`src/rtl/sgm_pkg.sv`:
```
// Package for the 3x3x3 Sobel gradient magnitude block.
// Shared constants, register codes, command/status types and weight function.
// No dependencies.
package sgm_pkg;

    localparam int MAX_WIDTH_DEF  = 256;
    localparam int MAX_HEIGHT_DEF = 256;

    localparam int VOX_W      = 8;
    localparam int MAG_W      = 11;
    localparam int EDGE_W     = 8;
    localparam int DEPTH_W    = 16;
    localparam int CFG_DATA_W = 16;
    localparam int CFG_IDX_W  = 2;
    localparam int DIM_CFG_W  = 9;

    localparam int G_W       = 14;           // signed gradient accumulator
    localparam int SUM_W     = 26;           // gx^2 + gy^2 + gz^2
    localparam int FRAC_W    = 16;           // 8 fraction bits on the root
    localparam int RAD_W     = SUM_W + FRAC_W;
    localparam int ROOT_W    = RAD_W / 2;
    localparam int SCALE_W   = 15;
    localparam int PROD_W    = ROOT_W + SCALE_W;
    localparam int MAG_SHIFT = 24;
    localparam logic [SCALE_W-1:0] INV_SCALE = 15'd18886;

    localparam logic [CFG_IDX_W-1:0] REG_VOLUME_WIDTH  = 2'd0;
    localparam logic [CFG_IDX_W-1:0] REG_VOLUME_HEIGHT = 2'd1;
    localparam logic [CFG_IDX_W-1:0] REG_VOLUME_DEPTH  = 2'd2;

    localparam logic [1:0] AXIS_X = 2'd0;
    localparam logic [1:0] AXIS_Y = 2'd1;
    localparam logic [1:0] AXIS_Z = 2'd2;

    // neighbour offset codes: 0 = -1, 1 = 0, 2 = +1
    localparam logic [1:0] OFS_NEG  = 2'd0;
    localparam logic [1:0] OFS_MID  = 2'd1;
    localparam logic [1:0] OFS_POS  = 2'd2;

    typedef struct packed {
        logic       load;
        logic       write;
        logic       nb_issue;
        logic [1:0] ix;
        logic [1:0] iy;
        logic [1:0] iz;
        logic       sq_step;
        logic [1:0] sq_sel;
        logic       root_start;
        logic       scale;
        logic       emit;
    } sgm_cmd_t;

    typedef struct packed {
        logic filling;
        logic root_done;
        logic out_free;
    } sgm_stat_t;

    function automatic logic signed [2:0] smooth_w(input logic [1:0] code);
        logic signed [2:0] w;
        w = (code == OFS_MID) ? 3'sd2 : 3'sd1;
        return w;
    endfunction

    function automatic logic signed [2:0] diff_w(input logic [1:0] code);
        logic signed [2:0] w;
        case (code)
            OFS_NEG: w = -3'sd1;
            OFS_POS: w = 3'sd1;
            default: w = 3'sd0;
        endcase
        return w;
    endfunction

    // separable weight of one neighbour for the gradient along one axis
    function automatic logic signed [3:0] sobel_w(input logic [1:0] axis,
                                                  input logic [1:0] ix,
                                                  input logic [1:0] iy,
                                                  input logic [1:0] iz);
        logic signed [3:0] wx;
        logic signed [3:0] wy;
        logic signed [3:0] wz;
        wx = (axis == AXIS_X) ? 4'(diff_w(ix)) : 4'(smooth_w(ix));
        wy = (axis == AXIS_Y) ? 4'(diff_w(iy)) : 4'(smooth_w(iy));
        wz = (axis == AXIS_Z) ? 4'(diff_w(iz)) : 4'(smooth_w(iz));
        return 4'(wx * wy * wz);
    endfunction

endpackage

```
`src/rtl/sgm_ctrl.sv`:
```
// Sequencer of the Sobel gradient block: walks one voxel through write,
// neighbour fetch, squaring, root, scaling and result hand-off. Depends on sgm_pkg.
module sgm_ctrl import sgm_pkg::*;
(
    input  logic      clk,
    input  logic      rst_n,
    input  logic      in_valid,
    output logic      in_ready,
    input  sgm_stat_t stat,
    output sgm_cmd_t  cmd
);
    typedef enum logic [7:0] {
        ST_IDLE  = 8'b0000_0001,
        ST_WRITE = 8'b0000_0010,
        ST_NBR   = 8'b0000_0100,
        ST_FLUSH = 8'b0000_1000,
        ST_SQ    = 8'b0001_0000,
        ST_ROOT  = 8'b0010_0000,
        ST_SCALE = 8'b0100_0000,
        ST_EMIT  = 8'b1000_0000
    } state_t;

    state_t     state_reg, state_next;
    logic [1:0] cnt_reg, cnt_next;
    logic [1:0] ix_reg, ix_next;
    logic [1:0] iy_reg, iy_next;
    logic [1:0] iz_reg, iz_next;

    assign in_ready = (state_reg == ST_IDLE);

    always_comb
    begin
        state_next = state_reg;
        cnt_next   = cnt_reg;
        ix_next    = ix_reg;
        iy_next    = iy_reg;
        iz_next    = iz_reg;
        cmd        = '0;
        cmd.ix     = ix_reg;
        cmd.iy     = iy_reg;
        cmd.iz     = iz_reg;
        cmd.sq_sel = cnt_reg;
        case (state_reg)
            ST_IDLE:
            begin
                cmd.load = in_valid;
                if (in_valid)
                begin
                    state_next = ST_WRITE;
                end
            end
            ST_WRITE:
            begin
                cmd.write = 1'b1;
                ix_next   = OFS_NEG;
                iy_next   = OFS_NEG;
                iz_next   = OFS_NEG;
                state_next = stat.filling ? ST_IDLE : ST_NBR;
            end
            ST_NBR:
            begin
                cmd.nb_issue = 1'b1;
                if (ix_reg != OFS_POS)
                begin
                    ix_next = ix_reg + 1'b1;
                end
                else
                begin
                    ix_next = OFS_NEG;
                    if (iy_reg != OFS_POS)
                    begin
                        iy_next = iy_reg + 1'b1;
                    end
                    else
                    begin
                        iy_next = OFS_NEG;
                        iz_next = iz_reg + 1'b1;
                        if (iz_reg == OFS_POS)
                        begin
                            state_next = ST_FLUSH;
                            cnt_next   = '0;
                        end
                    end
                end
            end
            ST_FLUSH:
            begin
                // wait for the read and accumulate stages to empty
                cnt_next = cnt_reg + 1'b1;
                if (cnt_reg == 2'd1)
                begin
                    state_next = ST_SQ;
                    cnt_next   = '0;
                end
            end
            ST_SQ:
            begin
                cmd.sq_step = 1'b1;
                cnt_next    = cnt_reg + 1'b1;
                if (cnt_reg == AXIS_Z)
                begin
                    state_next = ST_ROOT;
                    cnt_next   = '0;
                end
            end
            ST_ROOT:
            begin
                if (cnt_reg == '0)
                begin
                    cmd.root_start = 1'b1;
                    cnt_next       = 2'd1;
                end
                else if (stat.root_done)
                begin
                    state_next = ST_SCALE;
                end
            end
            ST_SCALE:
            begin
                cmd.scale  = 1'b1;
                state_next = ST_EMIT;
            end
            ST_EMIT:
            begin
                if (stat.out_free)
                begin
                    cmd.emit   = 1'b1;
                    state_next = ST_IDLE;
                end
            end
            default:
            begin
                state_next = ST_IDLE;
            end
        endcase
    end

    always_ff @(posedge clk or negedge rst_n)
    begin
        if (!rst_n)
        begin
            state_reg <= ST_IDLE;
            cnt_reg   <= '0;
            ix_reg    <= '0;
            iy_reg    <= '0;
            iz_reg    <= '0;
        end
        else
        begin
            state_reg <= state_next;
            cnt_reg   <= cnt_next;
            ix_reg    <= ix_next;
            iy_reg    <= iy_next;
            iz_reg    <= iz_next;
        end
    end
endmodule

```
`config.mk`:
```
export PLATFORM = sky130hd
export DESIGN_NAME = sgm_ctrl
export DESIGN_NICKNAME = d
export VERILOG_FILES = /design/src/rtl/sgm_pkg.sv /design/src/rtl/sgm_ctrl.sv
export SDC_FILE = /design/constraint.sdc
export NUM_CORES = 1
export LEC_CHECK = 0
export BUFFER_PORTS_ARGS = -buffer_cell sky130_fd_sc_hd__clkbuf_2
export CELL_PAD_IN_SITES_DETAIL_PLACEMENT = 1
export CELL_PAD_IN_SITES_GLOBAL_PLACEMENT = 1
export CORE_MARGIN = 2
export CORE_UTILIZATION = 39
export DETAILED_ROUTE_END_ITERATION = 8
export GPL_ROUTABILITY_DRIVEN = 0
export PLACE_DENSITY_LB_ADDON = 0.05
export SKIP_CTS_REPAIR_TIMING = 1
export SYNTH_ARGS = -nofsm -noshare
export SYNTH_HDL_FRONTEND = slang
export SYNTH_SLANG_ARGS = --single-unit
```
`constraint.sdc`:
```
create_clock -name clk -period 2.62 [get_ports clk]
set_input_delay 0.262 -clock clk [delete_from_list [all_inputs] [get_ports clk]]
set_output_delay 0.262 -clock clk [all_outputs]
set_load 0.01 [all_outputs]
```
==> metrics.csv, run 1 <==
metric,value,unit
outcome,"complete, no violations",
start_util,40.1,%
max_freq,453,MHz
antenna_found_initial,0,
fin_crit_sh,84.2,%
num_vias,871,
min_path_type,primary input to flip-flop,
worstRegToRegCells,5,
ys_seq_area_share,41.6,%
final_cell_mix,"clkbuf_2 (21), dfrtp_1 (15), nor2_1 (11)",
hpwl,1810,um
groute.usage.overall,17.9,%
max-vdd-ir-drop,0.000441,V
pin_count,22,
final_common_cell,clkbuf_2,
tightest_slew,541,ps
synth_seq_cells,16,
die_w,53.8,um
synth_cells,105,
numCtsBuffers,3,
vias_per_cell,5.51,
grt_pass1_vias,773,
rsz0062_at_grt,false,
cts.clk_slew.worst_paths,100,ps
critPathCaptureType,output pin,
ys_warn_count,0,
htreeDepth,1,
die_area,2890,um2
cts_tree,done,
power_density,866,nW/um2
drc,0,
grt_pass1_wl,3730,um
largest_reg_flops,8,
dr.pass1.iters,2,
setup_viol,0,
core,2410,um2
cts-root-buf,clkbuf_4,
required,2360,ps
arrival,1940,ps
ys_types,42,
final.setup.tns,0,ps
synth_edf_count,0,
skew,2.31,ps
overflow,0,
wl_per_cell,15.0,um
fin_area,1140,um2
worst_setup_path_start_kind,flip-flop,
cap_viol_max_count,0,
hold_viol,0,
syn-num-nets,112,
p_leak,0.548,nW
async_flop_share,100,%
grt_start_max_net_pins,17,
fill_cells,299,
crit_path_max_fanout,6,
diodes,0,
drt-total-wl,2380,um
placed_cells,153,
clock-sinks,16,
slew_headroom,63.6,%
criticalPathCategory,flip-flop to output pin,
cts.path.max_buffers,2,
drt_iter0_markers,11,
synth-main-ff-cell,dfrtp_1,
synth.avg_cell_area,9.20,um2
clock_latency,290,ps
ant_nets,0,
syn_area,966,um2
area_growth,18.5,%
hold_depth,2,
die_y,53.8,um
rows,18,
layout.nets,136,
drv_slew,0,
drive_above_1_share,27.3,%
fin_crit,2210,ps
io_buffers,21,
final_cell_count_no_fill,158,
placed_cell_area,1100,um2
## synthesized netlist by cell type (all sizes together) (2+ instances only)
master	number	area share (%)
nand4b	3	2.7
nand2b	3	1.9
o22ai	2	1.3
and4b	2	2.1
inv	7	2.7
xor2	2	1.8
o21ai	11	6.1
and3	2	1.3
mux2	2	2.3
nor2b	2	1.3
clkbuf	2	0.78
nor4	4	3.9
o31ai	2	1.6
nand2	5	1.9
nor3	3	1.6
nand3	3	1.6
dfrtp	15	39
nor2	11	4.3
buf	2	1.0
and2	3	1.9
or4	2	1.9
## where the power goes
part | internal (mW) | total, mW | switching, mW
clock | 0.0846 | 0.170 | 0.0858
sequential | 0.300 | 0.377 | 0.0772
combinational | 0.189 | 0.444 | 0.255
## area by class of cell
class / count / area, um2 / share of cell area [%]
tap: 30 / 37.5 / 3.28
inverter: 7 / 26.3 / 2.30
sequential: 16 / 402 / 35.1
timing repair buffer: 23 / 123 / 10.7
multi-input combinational: 78 / 520 / 45.5
clock buffer: 4 / 36.3 / 3.17
## per-stage QoR
step	hold slack (ps)	total power [mW]	util [%]	setup WS, ps
detailed placement	224	0.829	45.6	559
CTS	-104	1.00	47.1	386
global placement	218	0.828	45.6	545
finish	169	0.991	47.5	413
floorplan	-33.6	0.685	-	748
global route	159	1.07	47.5	191
## worst max-delay path, stage by stage (launching register included)
cell	delay, ps
dfrtp_1	450
nor4_2	560
nand4b_1	220
inv_1	170
and2_1	140
clkbuf_2	120
## worst paths after layout
| check | startpoint | end | slack (ps) |
|---|---|---|---|
| max | state_reg[7]$_DFFE_PN0P_ | cmd[14] | 410 |
| min | in_valid | state_reg[0]$_DFFE_PN1P_ | 170 |
| max reg2reg | state_reg[7]$_DFFE_PN0P_ | state_reg[4]$_DFFE_PN0P_ | 520 |
| min reg2reg | iz_reg[0]$_DFFE_PN0P_ | iz_reg[0]$_DFFE_PN0P_ | 520 |
| max in group asynchronous | rst_n | state_reg[0]$_DFFE_PN1P_ | 1860 |
| min in group asynchronous | rst_n | iz_reg[0]$_DFFE_PN0P_ | 430 |
## per-layer routing
layer | track usage [%] | routed length, um | up-vias
met3 | 2.50 | 89 | 2
met4 | 5.13 | 16 | 0
li1 | - | - | 432
met1 | 26.9 | 1240 | 420
met5 | 0 | 0 | -
met2 | 26.4 | 1030 | 17
## logic make-up after synthesis
family / count (synthesis) / share of synthesized area [%]
and+or+nand+nor: 49 / 31.5
AOI/OAI and AO/OA: 24 / 17.0
DFF: 16 / 41.6
buffers and inverters: 11 / 4.53
xor gates and xnor gates: 2 / 1.81
muxes: 2 / 2.33
adders and majority gates: 1 / 1.30
Power figures use the tool's default switching activity.
==> inputs of run 2 (changes only) <==
Clock period 2.62 ns to 2.1 ns, I/O delays scaled along.
==> run 2 against run 1 <==
  * Sequential share of layout area decreased by 2.2 points
  * Register-to-register slack lost 440 ps
  * Global-route usage rose by 2.5 points
  * Clock power is 23% higher
  * Final area up 7.4%
  * Critical endpoint is now state_reg[4]$_DFFE_PN0P_
  * Largest power group unchanged
  * Highest routed layer unchanged
==> metrics.csv, run 2 (synthesized netlist as in run 1, its figures left out) <==
metric,value,unit
worst_setup_path_start_kind,flip-flop,
numCtsBuffers,3,
hp-start,in_valid,
p_leak,0.592,nW
clock-sinks,16,
core,2410,um2
final_cell_count_no_fill,167,
hold_viol,0,
skew,1.06,ps
hpwl,1910,um
io_buffers,21,
die_w,53.8,um
min_delay_worst_endpoint,state_reg[0]$_DFFE_PN1P_,
fin_crit,2020,ps
grt_pass1_wl,4170,um
drive_above_1_share,35.0,%
min_path_type,primary input to flip-flop,
drt-total-wl,2600,um
largest_reg_flops,8,
hold_depth,2,
die_area,2890,um2
cts.path.max_buffers,2,
cts.clk_slew.worst_paths,100,ps
power,1.36,mW
max-vdd-ir-drop,0.000497,V
final.setup.tns,0,ps
wl_per_cell,15.5,um
crit_path_max_fanout,5,
htreeDepth,1,
overflow,0,
vias_per_cell,5.51,
diodes,0,
setup_viol,0,
ff2ff_setup_slack,80,ps
cap_viol_max_count,0,
rsz0062_at_grt,false,
dr.pass1.iters,4,
worstReg2RegStart,state_reg[1]$_DFFE_PN0P_,
area_growth,27.3,%
placed_cells,158,
critPathCaptureType,flip-flop,
drt_iter0_markers,16,
criticalPathCategory,flip-flop to flip-flop,
clock_latency,290,ps
required,2270,ps
pin_count,22,
antenna_found_initial,0,
reg2reg_to,state_reg[4]$_DFFE_PN0P_,
fin_area,1230,um2
groute.usage.overall,20.4,%
placed_cell_area,1140,um2
outcome,"complete, no violations",
grt_start_max_net_pins,17,
tightest_slew,419,ps
final_cell_mix,"clkbuf_2 (21), dfrtp_1 (13), nor2_1 (11)",
slew_headroom,72.1,%
finish.utilization,51.0,%
final_common_cell,clkbuf_2,
rows,18,
cts_tree,done,
worstRegToRegCells,5,
start_util,40.1,%
grt_pass1_vias,869,
post-place-ws,134,ps
fin_ws,84.4,ps
num_vias,920,
die_y,53.8,um
fill_cells,288,
cts-root-buf,clkbuf_4,
power_density,1110,nW/um2
drv_slew,0,
fin_crit_sh,96.0,%
arrival,2180,ps
whs,111,ps
drc,0,
ant_nets,0,
layout.nets,145,
max_freq,496,MHz
[run 2: changes by cell type in the layout (fill, tap and decap cells not counted), sizes merged]
cell	change
buf	+9
[run 2: worst max-delay path by stage]
stage	depth (start not counted)	from	slack [ps]	endpoint
2_1_floorplan	5	state_reg[1]$_DFFE_PN0P_	230	state_reg[0]$_DFFE_PN1P_
3_3_place_gp	5	state_reg[1]$_DFFE_PN0P_	180	state_reg[4]$_DFFE_PN0P_
3_5_place_dp	5	state_reg[1]$_DFFE_PN0P_	130	state_reg[4]$_DFFE_PN0P_
4_1_cts	3	state_reg[1]$_DFFE_PN0P_	-30	cmd[1]
5_1_grt	5	state_reg[4]$_DFFE_PN0P_	4	state_reg[5]$_DFFE_PN0P_
6_report	5	state_reg[1]$_DFFE_PN0P_	80	state_reg[4]$_DFFE_PN0P_
[run 2: final cells by class]
type	instances	area, um2	share of cell area, %
clock buffers	4	36.3	2.95
flip-flops and latches	16	404	32.9
well taps	30	37.5	3.05
multi-input cells	78	536	43.5
repair buffers	32	190	15.5
inverters	7	26.3	2.14
[run 2: power breakdown]
part | internal (mW) | leakage (nW) | switching, mW
registers | 0.375 | 0.215 | 0.0929
clock network | 0.106 | 0.0210 | 0.103
logic | 0.330 | 0.356 | 0.357
total | 0.811 | 0.592 | 0.554
[run 2: worst max-delay path, cell delays in order, from the launching register on]
cell	delay, ps
dfrtp_1	430
or4_4	580
or4_1	500
o2111a_1	150
o21ai_2	120
o22ai_1	120
[run 2: metal layers]
| layer | global-route usage (%) | up-vias | routed length (um) |
|---|---|---|---|
| li1 | - | 449 | - |
| met1 | 27.7 | 450 | 1230 |
| met2 | 31.9 | 17 | 1270 |
| met3 | 3.61 | 4 | 73 |
| met4 | 8.55 | 0 | 21 |
| met5 | 0 | - | 0 |
